--- config.mk ---
export PLATFORM = sky130hd
export DESIGN_NAME = autorange_ohmmeter_unit
export DESIGN_NICKNAME = d
export VERILOG_FILES = /design/src/rtl/aom_pkg.sv /design/src/rtl/aom_mul.sv /design/src/rtl/aom_div.sv /design/src/rtl/autorange_ohmmeter_unit.sv
export SDC_FILE = /design/constraint.sdc
export NUM_CORES = 1
export LEC_CHECK = 0
export BUFFER_PORTS_ARGS = -buffer_cell sky130_fd_sc_hd__clkbuf_2
export CAP_MARGIN = 20
export CORE_MARGIN = 2
export CORE_UTILIZATION = 52
export CTS_BUF_LIST = sky130_fd_sc_hd__clkbuf_4 sky130_fd_sc_hd__clkbuf_8
export DETAILED_ROUTE_END_ITERATION = 10
export PLACE_DENSITY = 0.72
export SYNTH_ARGS = -nofsm -noshare
export SYNTH_HDL_FRONTEND = slang
export SYNTH_HIERARCHICAL = 1
export SYNTH_SLANG_ARGS = --single-unit
--- constraint.sdc ---
create_clock -name clk -period 4.9 [get_ports clk]
set_clock_uncertainty 0.05 [all_clocks]
set_input_delay 0.98 -clock clk [delete_from_list [all_inputs] [get_ports clk]]
set_output_delay 0.98 -clock clk [all_outputs]
set_load 0.01 [all_outputs]
--- src/rtl/aom_pkg.sv ---
`timescale 1ns / 1ps
// ----------------------------------------------------------------------------
// aom_pkg
// Shared widths, register indexes, reset values and command type for the
// autoranging ohmmeter unit and its serial arithmetic units.
// ----------------------------------------------------------------------------
package aom_pkg;

	localparam int NUM_RANGES_DEF  = 5;
	localparam int SAMPLE_BITS_DEF = 10;

	localparam int RANGE_W   = 3;
	localparam int SUPPLY_W  = 16;
	localparam int FS_W      = 11;
	localparam int REF_W     = 24;
	localparam int CFG_IDX_W = 3;
	localparam int CFG_W     = 24;
	localparam int OHMS_W    = 32;
	localparam int UNIT_W    = 2;
	localparam int WHOLE_W   = 13;
	localparam int FRAC_W    = 10;

	localparam int NUM_REFS  = 5;
	localparam int REF_IDX_W = 3;

	// serial multiplier and divider sizes
	localparam int MUL_AW = 16;
	localparam int MUL_BW = 24;
	localparam int MUL_PW = 40;
	localparam int DIV_NW = 40;
	localparam int DIV_DW = 16;
	localparam int STEP_W = 6;

	// kilo-ohm quotient of a 32-bit value fits in this many bits
	localparam int Q1_W = 23;

	localparam logic [CFG_IDX_W-1:0] REG_SUPPLY     = 3'd0;
	localparam logic [CFG_IDX_W-1:0] REG_DROP       = 3'd1;
	localparam logic [CFG_IDX_W-1:0] REG_FULL_SCALE = 3'd2;
	localparam logic [CFG_IDX_W-1:0] REG_REF_100    = 3'd3;
	localparam logic [CFG_IDX_W-1:0] REG_REF_1K     = 3'd4;
	localparam logic [CFG_IDX_W-1:0] REG_REF_10K    = 3'd5;
	localparam logic [CFG_IDX_W-1:0] REG_REF_100K   = 3'd6;
	localparam logic [CFG_IDX_W-1:0] REG_REF_1M     = 3'd7;

	localparam logic [SUPPLY_W-1:0] SUPPLY_RST     = 16'd5000;
	localparam logic [SUPPLY_W-1:0] DROP_RST       = 16'd700;
	localparam logic [FS_W-1:0]     FULL_SCALE_RST = 11'd1024;
	localparam logic [REF_W-1:0]    REF_100_RST    = 24'd100;
	localparam logic [REF_W-1:0]    REF_1K_RST     = 24'd1000;
	localparam logic [REF_W-1:0]    REF_10K_RST    = 24'd10000;
	localparam logic [REF_W-1:0]    REF_100K_RST   = 24'd100000;
	localparam logic [REF_W-1:0]    REF_1M_RST     = 24'd1000000;

	localparam logic [15:0]       LOW_LIMIT  = 16'd100;
	localparam logic [15:0]       OPEN_LIMIT = 16'd950;
	localparam logic [DIV_DW-1:0] KILO_DIV   = 16'd1000;
	localparam logic [OHMS_W-1:0] KILO       = 32'd1000;
	localparam logic [OHMS_W-1:0] MEGA       = 32'd1000000;

	localparam logic [UNIT_W-1:0] UNIT_OHM  = 2'd0;
	localparam logic [UNIT_W-1:0] UNIT_KOHM = 2'd1;
	localparam logic [UNIT_W-1:0] UNIT_MOHM = 2'd2;

	typedef struct packed {
		logic              start;
		logic [STEP_W-1:0] steps;
	} ser_cmd_t;

endpackage

--- src/rtl/aom_mul.sv ---
`timescale 1ns / 1ps
// ----------------------------------------------------------------------------
// aom_mul
// Bit-serial shift-and-add multiplier, one multiplier bit per cycle, MSB
// first. The multiplier operand is left-aligned; steps gives its bit count.
// ----------------------------------------------------------------------------
module aom_mul import aom_pkg::*; #(
	parameter int AW = MUL_AW,
	parameter int BW = MUL_BW,
	parameter int PW = MUL_PW
) (
	input  logic          clk,
	input  logic          arst_n,
	input  ser_cmd_t      cmd,
	input  logic [AW-1:0] a,
	input  logic [BW-1:0] b,
	output logic          done,
	output logic [PW-1:0] prod
);

	logic [AW-1:0]     a_q;
	logic [BW-1:0]     b_q;
	logic [PW-1:0]     acc_q;
	logic [PW-1:0]     acc_next;
	logic [STEP_W-1:0] cnt_q;
	logic              run_q;
	logic              done_q;

	assign acc_next = {acc_q[PW-2:0], 1'b0} + (a_q[AW-1] ? PW'(b_q) : '0);

	always_ff @(posedge clk or negedge arst_n) begin
		if (!arst_n) begin
			run_q  <= 1'b0;
			done_q <= 1'b0;
			cnt_q  <= '0;
		end else begin
			done_q <= 1'b0;
			if (cmd.start) begin
				run_q <= 1'b1;
				cnt_q <= cmd.steps;
			end else if (run_q) begin
				cnt_q <= cnt_q - 1'b1;
				if (cnt_q == STEP_W'(1)) begin
					run_q  <= 1'b0;
					done_q <= 1'b1;
				end
			end
		end
	end

	always_ff @(posedge clk) begin
		if (cmd.start) begin
			a_q   <= a;
			b_q   <= b;
			acc_q <= '0;
		end else if (run_q) begin
			a_q   <= {a_q[AW-2:0], 1'b0};
			acc_q <= acc_next;
		end
	end

	assign done = done_q;
	assign prod = acc_q;

endmodule

--- src/rtl/aom_div.sv ---
`timescale 1ns / 1ps
// ----------------------------------------------------------------------------
// aom_div
// Restoring serial divider, one quotient bit per cycle. The dividend is
// left-aligned; when done is raised the quotient sits in the low steps bits.
// ----------------------------------------------------------------------------
module aom_div import aom_pkg::*; #(
	parameter int NW = DIV_NW,
	parameter int DW = DIV_DW
) (
	input  logic          clk,
	input  logic          arst_n,
	input  ser_cmd_t      cmd,
	input  logic [NW-1:0] numer,
	input  logic [DW-1:0] denom,
	output logic          done,
	output logic [NW-1:0] quot,
	output logic [DW-1:0] rem
);

	logic [NW-1:0]     num_q;
	logic [DW-1:0]     den_q;
	logic [DW-1:0]     rem_q;
	logic [DW:0]       trial;
	logic [DW:0]       diff;
	logic              qbit;
	logic [STEP_W-1:0] cnt_q;
	logic              run_q;
	logic              done_q;

	assign trial = {rem_q, num_q[NW-1]};
	assign diff  = trial - {1'b0, den_q};
	assign qbit  = (trial >= {1'b0, den_q});

	always_ff @(posedge clk or negedge arst_n) begin
		if (!arst_n) begin
			run_q  <= 1'b0;
			done_q <= 1'b0;
			cnt_q  <= '0;
		end else begin
			done_q <= 1'b0;
			if (cmd.start) begin
				run_q <= 1'b1;
				cnt_q <= cmd.steps;
			end else if (run_q) begin
				cnt_q <= cnt_q - 1'b1;
				if (cnt_q == STEP_W'(1)) begin
					run_q  <= 1'b0;
					done_q <= 1'b1;
				end
			end
		end
	end

	always_ff @(posedge clk) begin
		if (cmd.start) begin
			num_q <= numer;
			den_q <= denom;
			rem_q <= '0;
		end else if (run_q) begin
			num_q <= {num_q[NW-2:0], qbit};
			rem_q <= qbit ? diff[DW-1:0] : trial[DW-1:0];
		end
	end

	assign done = done_q;
	assign quot = num_q;
	assign rem  = rem_q;

endmodule

--- src/rtl/autorange_ohmmeter_unit.sv ---
`timescale 1ns / 1ps
// ----------------------------------------------------------------------------
// autorange_ohmmeter_unit
// Autoranging divider ohmmeter: steps the reference range down on low
// samples; otherwise it flags an open circuit or works out the resistance
// and its display split with a shared bit-serial multiplier and divider.
// ----------------------------------------------------------------------------
//  channel   handshake                     payload
//  sample    sample_valid / sample_ready   adc_sample
//  result    result_valid / result_ready   range_select, reading_done,
//                                          open_circuit, ohms, unit_code,
//                                          whole_part, fraction_part
//  config    cfg_we                        cfg_index, cfg_data
//
//  A range step-down or an open circuit on a high sample goes from S_EVAL
//  straight to S_DONE. A full reading runs the bit-serial multiplier and
//  the one-bit-per-cycle divider in turn, the second divide a 40-bit pass.
//  One transaction is in work at a time; sample_ready is high while idle,
//  even when a result still waits in the output register.
//  Reset puts the unit on the top range with the default register values.
// ----------------------------------------------------------------------------
module autorange_ohmmeter_unit import aom_pkg::*; #(
	parameter int NUM_RANGES  = NUM_RANGES_DEF,
	parameter int SAMPLE_BITS = SAMPLE_BITS_DEF
) (
	input  logic                   clk,
	input  logic                   arst_n,
	input  logic                   sample_valid,
	output logic                   sample_ready,
	input  logic [SAMPLE_BITS-1:0] adc_sample,
	output logic                   result_valid,
	input  logic                   result_ready,
	output logic [RANGE_W-1:0]     range_select,
	output logic                   reading_done,
	output logic                   open_circuit,
	output logic [OHMS_W-1:0]      ohms,
	output logic [UNIT_W-1:0]      unit_code,
	output logic [WHOLE_W-1:0]     whole_part,
	output logic [FRAC_W-1:0]      fraction_part,
	input  logic                   cfg_we,
	input  logic [CFG_IDX_W-1:0]   cfg_index,
	input  logic [CFG_W-1:0]       cfg_data
);

	localparam logic [RANGE_W-1:0] TOP_RANGE = RANGE_W'(NUM_RANGES - 1);
	localparam int V_NUM_W = SAMPLE_BITS + SUPPLY_W + 1;

	typedef enum logic [8:0] {
		S_IDLE = 9'b000000001,
		S_EVAL = 9'b000000010,
		S_MUL1 = 9'b000000100,
		S_DIV1 = 9'b000001000,
		S_MUL2 = 9'b000010000,
		S_DIV2 = 9'b000100000,
		S_SPL1 = 9'b001000000,
		S_SPL2 = 9'b010000000,
		S_DONE = 9'b100000000
	} state_t;

	state_t state_q;

	logic [SUPPLY_W-1:0] supply_q;
	logic [SUPPLY_W-1:0] drop_q;
	logic [FS_W-1:0]     fs_q;
	logic [REF_W-1:0]    ref_q [NUM_REFS];
	logic [RANGE_W-1:0]  range_q;

	logic [SAMPLE_BITS-1:0] sample_q;
	logic [RANGE_W-1:0]     idx_q;
	logic [SUPPLY_W-1:0]    vout_q;

	logic                res_done_q;
	logic                res_open_q;
	logic [RANGE_W-1:0]  res_range_q;
	logic [OHMS_W-1:0]   res_ohms_q;
	logic [UNIT_W-1:0]   res_unit_q;
	logic [WHOLE_W-1:0]  res_whole_q;
	logic [FRAC_W-1:0]   res_frac_q;

	logic                out_valid_q;
	logic                out_done_q;
	logic                out_open_q;
	logic [RANGE_W-1:0]  out_range_q;
	logic [OHMS_W-1:0]   out_ohms_q;
	logic [UNIT_W-1:0]   out_unit_q;
	logic [WHOLE_W-1:0]  out_whole_q;
	logic [FRAC_W-1:0]   out_frac_q;

	ser_cmd_t            mul_cmd;
	logic [MUL_AW-1:0]   mul_a;
	logic [MUL_BW-1:0]   mul_b;
	logic                mul_done;
	logic [MUL_PW-1:0]   mul_prod;

	ser_cmd_t            div_cmd;
	logic [DIV_NW-1:0]   div_numer;
	logic [DIV_DW-1:0]   div_denom;
	logic                div_done;
	logic [DIV_NW-1:0]   div_quot;
	logic [DIV_DW-1:0]   div_rem;

	logic                step_down;
	logic                open_sample;
	logic                vout_open;
	logic                out_free;
	logic [OHMS_W-1:0]   sat_ohms;
	logic [DIV_DW-1:0]   fs_eff;
	logic [REF_W-1:0]    ref_sel;
	logic [RANGE_W-1:0]  idx_clamp;

	assign step_down   = (16'(sample_q) < LOW_LIMIT) && (idx_q != '0);
	assign open_sample = (16'(sample_q) >= OPEN_LIMIT);
	assign vout_open   = (div_quot >= DIV_NW'(supply_q));
	assign sat_ohms    = (|div_quot[DIV_NW-1:OHMS_W]) ? '1 : div_quot[OHMS_W-1:0];
	assign fs_eff      = (fs_q == '0) ? DIV_DW'(1) : DIV_DW'(fs_q);
	assign ref_sel     = (idx_q > REF_IDX_W'(NUM_REFS - 1)) ? ref_q[NUM_REFS-1] : ref_q[idx_q];
	assign idx_clamp   = (range_q > TOP_RANGE) ? TOP_RANGE : range_q;
	assign out_free    = !out_valid_q || result_ready;

	aom_mul u_mul (
		.clk    (clk),
		.arst_n (arst_n),
		.cmd    (mul_cmd),
		.a      (mul_a),
		.b      (mul_b),
		.done   (mul_done),
		.prod   (mul_prod)
	);

	aom_div u_div (
		.clk    (clk),
		.arst_n (arst_n),
		.cmd    (div_cmd),
		.numer  (div_numer),
		.denom  (div_denom),
		.done   (div_done),
		.quot   (div_quot),
		.rem    (div_rem)
	);

	// operand steering for the shared serial units
	always_comb begin
		mul_cmd   = '0;
		mul_a     = '0;
		mul_b     = '0;
		div_cmd   = '0;
		div_numer = '0;
		div_denom = '0;
		unique case (state_q)
			S_EVAL: begin
				if (!step_down && !open_sample) begin
					mul_cmd.start = 1'b1;
					mul_cmd.steps = STEP_W'(SAMPLE_BITS);
					mul_a = MUL_AW'(sample_q) << (MUL_AW - SAMPLE_BITS);
					mul_b = MUL_BW'({1'b0, supply_q} + {1'b0, drop_q});
				end
			end
			S_MUL1: begin
				if (mul_done) begin
					div_cmd.start = 1'b1;
					div_cmd.steps = STEP_W'(V_NUM_W);
					div_numer = DIV_NW'(mul_prod) << (DIV_NW - V_NUM_W);
					div_denom = fs_eff;
				end
			end
			S_DIV1: begin
				if (div_done && !vout_open) begin
					mul_cmd.start = 1'b1;
					mul_cmd.steps = STEP_W'(SUPPLY_W);
					mul_a = MUL_AW'(div_quot[SUPPLY_W-1:0]);
					mul_b = MUL_BW'(ref_sel);
				end
			end
			S_MUL2: begin
				if (mul_done) begin
					div_cmd.start = 1'b1;
					div_cmd.steps = STEP_W'(DIV_NW);
					div_numer = DIV_NW'(mul_prod);
					div_denom = supply_q - vout_q;
				end
			end
			S_DIV2: begin
				if (div_done && sat_ohms >= KILO) begin
					div_cmd.start = 1'b1;
					div_cmd.steps = STEP_W'(OHMS_W);
					div_numer = DIV_NW'(sat_ohms) << (DIV_NW - OHMS_W);
					div_denom = KILO_DIV;
				end
			end
			S_SPL1: begin
				if (div_done && res_ohms_q >= MEGA) begin
					div_cmd.start = 1'b1;
					div_cmd.steps = STEP_W'(Q1_W);
					div_numer = DIV_NW'(div_quot[Q1_W-1:0]) << (DIV_NW - Q1_W);
					div_denom = KILO_DIV;
				end
			end
			default: begin
			end
		endcase
	end

	always_ff @(posedge clk or negedge arst_n) begin
		if (!arst_n) begin
			state_q     <= S_IDLE;
			range_q     <= TOP_RANGE;
			out_valid_q <= 1'b0;
			supply_q    <= SUPPLY_RST;
			drop_q      <= DROP_RST;
			fs_q        <= FULL_SCALE_RST;
			ref_q[0]    <= REF_100_RST;
			ref_q[1]    <= REF_1K_RST;
			ref_q[2]    <= REF_10K_RST;
			ref_q[3]    <= REF_100K_RST;
			ref_q[4]    <= REF_1M_RST;
		end else begin
			if (cfg_we) begin
				unique case (cfg_index)
					REG_SUPPLY:     supply_q <= cfg_data[SUPPLY_W-1:0];
					REG_DROP:       drop_q   <= cfg_data[SUPPLY_W-1:0];
					REG_FULL_SCALE: fs_q     <= cfg_data[FS_W-1:0];
					REG_REF_100:    ref_q[0] <= cfg_data[REF_W-1:0];
					REG_REF_1K:     ref_q[1] <= cfg_data[REF_W-1:0];
					REG_REF_10K:    ref_q[2] <= cfg_data[REF_W-1:0];
					REG_REF_100K:   ref_q[3] <= cfg_data[REF_W-1:0];
					REG_REF_1M:     ref_q[4] <= cfg_data[REF_W-1:0];
					default: begin
					end
				endcase
			end

			if (out_valid_q && result_ready && state_q != S_DONE) begin
				out_valid_q <= 1'b0;
			end

			unique case (state_q)
				S_IDLE: begin
					if (sample_valid) begin
						state_q <= S_EVAL;
					end
				end
				S_EVAL: begin
					if (step_down || open_sample) begin
						state_q <= S_DONE;
					end else begin
						state_q <= S_MUL1;
					end
				end
				S_MUL1: begin
					if (mul_done) begin
						state_q <= S_DIV1;
					end
				end
				S_DIV1: begin
					if (div_done) begin
						state_q <= vout_open ? S_DONE : S_MUL2;
					end
				end
				S_MUL2: begin
					if (mul_done) begin
						state_q <= S_DIV2;
					end
				end
				S_DIV2: begin
					if (div_done) begin
						state_q <= (sat_ohms < KILO) ? S_DONE : S_SPL1;
					end
				end
				S_SPL1: begin
					if (div_done) begin
						state_q <= (res_ohms_q < MEGA) ? S_DONE : S_SPL2;
					end
				end
				S_SPL2: begin
					if (div_done) begin
						state_q <= S_DONE;
					end
				end
				S_DONE: begin
					if (out_free) begin
						out_valid_q <= 1'b1;
						range_q     <= res_range_q;
						state_q     <= S_IDLE;
					end
				end
				default: state_q <= S_IDLE;
			endcase
		end
	end

	// working and output payload
	always_ff @(posedge clk) begin
		unique case (state_q)
			S_IDLE: begin
				if (sample_valid) begin
					sample_q <= adc_sample;
					idx_q    <= idx_clamp;
				end
			end
			S_EVAL: begin
				res_done_q  <= !step_down;
				res_open_q  <= !step_down && open_sample;
				res_range_q <= step_down ? idx_q - 1'b1 : TOP_RANGE;
				res_ohms_q  <= '0;
				res_unit_q  <= UNIT_OHM;
				res_whole_q <= '0;
				res_frac_q  <= '0;
			end
			S_DIV1: begin
				if (div_done) begin
					vout_q     <= div_quot[SUPPLY_W-1:0];
					res_open_q <= vout_open;
				end
			end
			S_DIV2: begin
				if (div_done) begin
					res_ohms_q  <= sat_ohms;
					res_whole_q <= sat_ohms[WHOLE_W-1:0];
				end
			end
			S_SPL1: begin
				if (div_done) begin
					res_unit_q  <= UNIT_KOHM;
					res_whole_q <= div_quot[WHOLE_W-1:0];
					res_frac_q  <= div_rem[FRAC_W-1:0];
				end
			end
			S_SPL2: begin
				if (div_done) begin
					res_unit_q  <= UNIT_MOHM;
					res_whole_q <= div_quot[WHOLE_W-1:0];
					res_frac_q  <= div_rem[FRAC_W-1:0];
				end
			end
			S_DONE: begin
				if (out_free) begin
					out_range_q <= res_range_q;
					out_done_q  <= res_done_q;
					out_open_q  <= res_open_q;
					out_ohms_q  <= res_ohms_q;
					out_unit_q  <= res_unit_q;
					out_whole_q <= res_whole_q;
					out_frac_q  <= res_frac_q;
				end
			end
			default: begin
			end
		endcase
	end

	assign sample_ready  = (state_q == S_IDLE);
	assign result_valid  = out_valid_q;
	assign range_select  = out_range_q;
	assign reading_done  = out_done_q;
	assign open_circuit  = out_open_q;
	assign ohms          = out_ohms_q;
	assign unit_code     = out_unit_q;
	assign whole_part    = out_whole_q;
	assign fraction_part = out_frac_q;

endmodule
==> results.json <==
{
  "synth_cell_type_count": 98,
  "p_per_area_nw_per_um2": 556,
  "critPathLaunchType": "flop",
  "hold-path-endpoint": "ohms[2]",
  "status": "finished, final reports clean",
  "portBuffers": 105,
  "antenna_found_initial": 0,
  "grt_overflow": 0,
  "synth_edf_count": 249,
  "r2r_end": "u_div/rem[13]",
  "clock-root-buffer": "clkbuf_8",
  "ctsResizeCount": 0,
  "final_cells": 2957,
  "cts_htree_levels": 3,
  "arrival_ns": 4.52,
  "finalWirelength_mm": 66.2,
  "cp_cell_sequence": "nor4_4 -> nand2_2 -> nor3_1 -> o211ai_1 -> and2_1 -> a21oi_2 -> o21ai_4 -> nor2b_1 -> o21ai_0 -> o211ai_1",
  "hold_buffers": 0,
  "syn_to_final_growth_pct": 12.3,
  "period_share_pct": 81.1,
  "grt_pass1_wl_mm": 103,
  "worst_pin_slew_ns": 1.11,
  "hold_class": "flop to flop",
  "slew_headroom_pct": 25.8,
  "cts_tree": "done",
  "synth_flop_cell": "edfxtp_1",
  "syn_inst": 2145,
  "drive_above_1_share_pct": 26.1,
  "criticalPathCategory": "flop to flop",
  "design_area_um2": 28200,
  "num_antenna_cells": 0,
  "numCtsBuffers": 84,
  "avgViaCountPerCell": 6.07,
  "nets": 2410,
  "boundaryPins": 106,
  "rsz0062_at_grt": "false",
  "crit_buf_inv": 0,
  "vias": 17936,
  "core-area_um2": 47700,
  "r2r_cells": 10,
  "globalplace.congestion": 0.940,
  "synth_area_um2": 25100,
  "cts_buffer_depth": 3,
  "reg2reg_slack_ns": 0.92,
  "ys_async_sr_fraction_pct": 38.6,
  "ys_seq_area_share_pct": 53.6,
  "reg2reg_from": "u_div/quot[39]",
  "peakVddDrop_mv": 0.377,
  "cp_top_family": "simple AND/OR/NAND/NOR gates",
  "grt_pass1_vias": 17662,
  "die-height_um": 224,
  "grt_max_degree": 125,
  "worst_ep_required_time_ns": 5.44,
  "ant_nets": 0,
  "synth_area_per_cell_um2": 11.7,
  "start_util_pct": 52.6,
  "hold_violations": 0,
  "leakagePower_nw": 11.3,
  "die_area_um2": 50100,
  "clock_sinks": 497,
  "cts.clk_slew.worst_paths_ns": 0.06,
  "grt_usage_pct": 26.7,
  "ys_warn_count": 6,
  "critPathMaxFanout": 34,
  "ys_ff_latch": 497,
  "drcViolationCount": 0,
  "place_area_um2": 26300,
  "die_w_um": 224,
  "drv_slew": 0,
  "path_common_cell": "o211ai_1",
  "critPathMaxStageDelay_ns": 0.59,
  "setup_viol": 0,
  "drtIter0Drc": 1703,
  "cp_slowest_cell": "nor2b_1",
  "period_minus_slack_ns": 3.98,
  "tns_ns": 0,
  "cts_setup_buffers": 0,
  "hp-start": "res_ohms_q[2]",
  "rows": 80,
  "final_cell_mix": "edfxtp_1, nor2_1, mux2_2",
  "crit_path_end_kind": "flop",
  "clk_latency_ns": 0.68,
  "hold_depth": 0,
  "wl_per_cell_um": 22.4,
  "first_pass_iters": 6,
  "fmax_mhz": 252,
  "drv_cap": 0,
  "placed_cells": 2798,
  "layout_commonest_cell": "edfxtp_1",
  "dpl.hpwl_mm": 47.2
}
-- worst max-delay path by stage --
stage	startpoint	end	slack [ns]	depth (start not counted)
final	u_div/quot[39]	u_div/rem[13]	0.92	10
after global routing	u_div/quot[39]	u_div/rem[14]	0.76	10
after CTS	u_div/quot[39]	u_div/rem[14]	1.02	10
after detailed placement	u_div/quot[39]	u_div/rem[13]	1.03	10
after global placement	u_div/quot[39]	u_div/rem[14]	1.13	10
after floorplan	state_q[7]	u_div/quot[0]	0.39	10
-- metal layers --
| metal | share of wire, % | global-route usage [%] | vias to the layer above | wire length, um |
|---|---|---|---|---|
| li1 | - | - | 8218 | - |
| met1 | 44 | 37.9 | 8850 | 29400 |
| met2 | 45 | 40.9 | 718 | 30000 |
| met3 | 6.8 | 4.94 | 150 | 4520 |
| met4 | 3.5 | 10.2 | 0 | 2340 |
| met5 | 0 | 0 | - | 0 |
-- power by group --
part	switching, mW	total, mW	internal [mW]	leakage (nW)
clock network	1.72	4.06	2.34	0.987
logic	3.12	5.31	2.18	5.25
registers	0.834	6.31	5.48	5.09
-- kinds of logic after synthesis --
kind of cell               synth area share, %
AOI/OAI and AO/OA                         12.8
xor gates and xnor gates                  2.37
adders and majority gates                 4.95
buffers and inverters                     3.07
DFF                                       53.6
muxes                                     11.6
other                                   0.0149
and+or+nand+nor                           11.7
-- synthesized netlist by cell type (47+ instances only) --
library cell / number / area share (%)
a21oi_1: 79 / 1.6
a22oi_1: 52 / 1.6
and2_1: 48 / 1.2
clkbuf_1: 80 / 1.2
dfrtp_1: 151 / 15
dfxtp_1: 56 / 4.5
edfxtp_1: 249 / 30
ha_1: 93 / 4.6
inv_1: 85 / 1.3
mux2_2: 202 / 9.1
nand2_1: 157 / 2.3
nor2_1: 204 / 3.0
o21ai_0: 91 / 1.8
xnor2_1: 47 / 1.6
-- worst register-to-register path: stages, from the launching register on --
cell      delay [ns]
edfxtp_1        0.43
nor4_4          0.43
nand2_2         0.50
nor3_1          0.32
o211ai_1        0.15
and2_1          0.21
a21oi_2         0.48
o21ai_4         0.26
nor2b_1         0.59
o21ai_0         0.26
o211ai_1        0.22
-- through the flow --
stage               util [%]  setup WS [ns]  hold slack (ns)  power, mW
finish                  59.1          0.924            0.365       15.7
detailed placement      55.1           1.03            0.355       11.6
CTS                     59.0           1.02            0.367       15.6
floorplan                  -          0.385            0.350       10.0
global route            59.1          0.761            0.374       16.6
global placement        55.1           1.13            0.354       11.4
-- final cells by class --
cell class	instances	area (um2)
Fill cell	3905	19500
Sequential cell	497	13500
Multi-Input combinational cell	1459	11000
Clock buffer	133	1590
Timing Repair Buffer	142	828
Tap cell	615	769
Inverter	87	332
Clock inverter	24	275
-- flip-flops by register name, summed over array words and instances (netlist names), 6 cells and up --
| signal | cells |
|---|---|
| u_div/quot | 40 |
| res_ohms_q | 32 |
| state_q | 9 |
| drop_q | 16 |
| sample_q | 10 |
| fraction_part | 10 |
| ohms | 32 |
| whole_part | 13 |
| u_div/den_q | 16 |
| u_mul/cnt_q | 6 |
| vout_q | 16 |
| u_mul/prod | 40 |
| u_div/cnt_q | 6 |
| supply_q | 16 |
| res_frac_q | 10 |
| u_mul/b_q | 24 |
| u_mul/a_q | 16 |
| res_whole_q | 13 |
| ref_q | 120 |
| u_div/rem | 16 |
| fs_q | 11 |
Power figures use the tool's default switching activity.
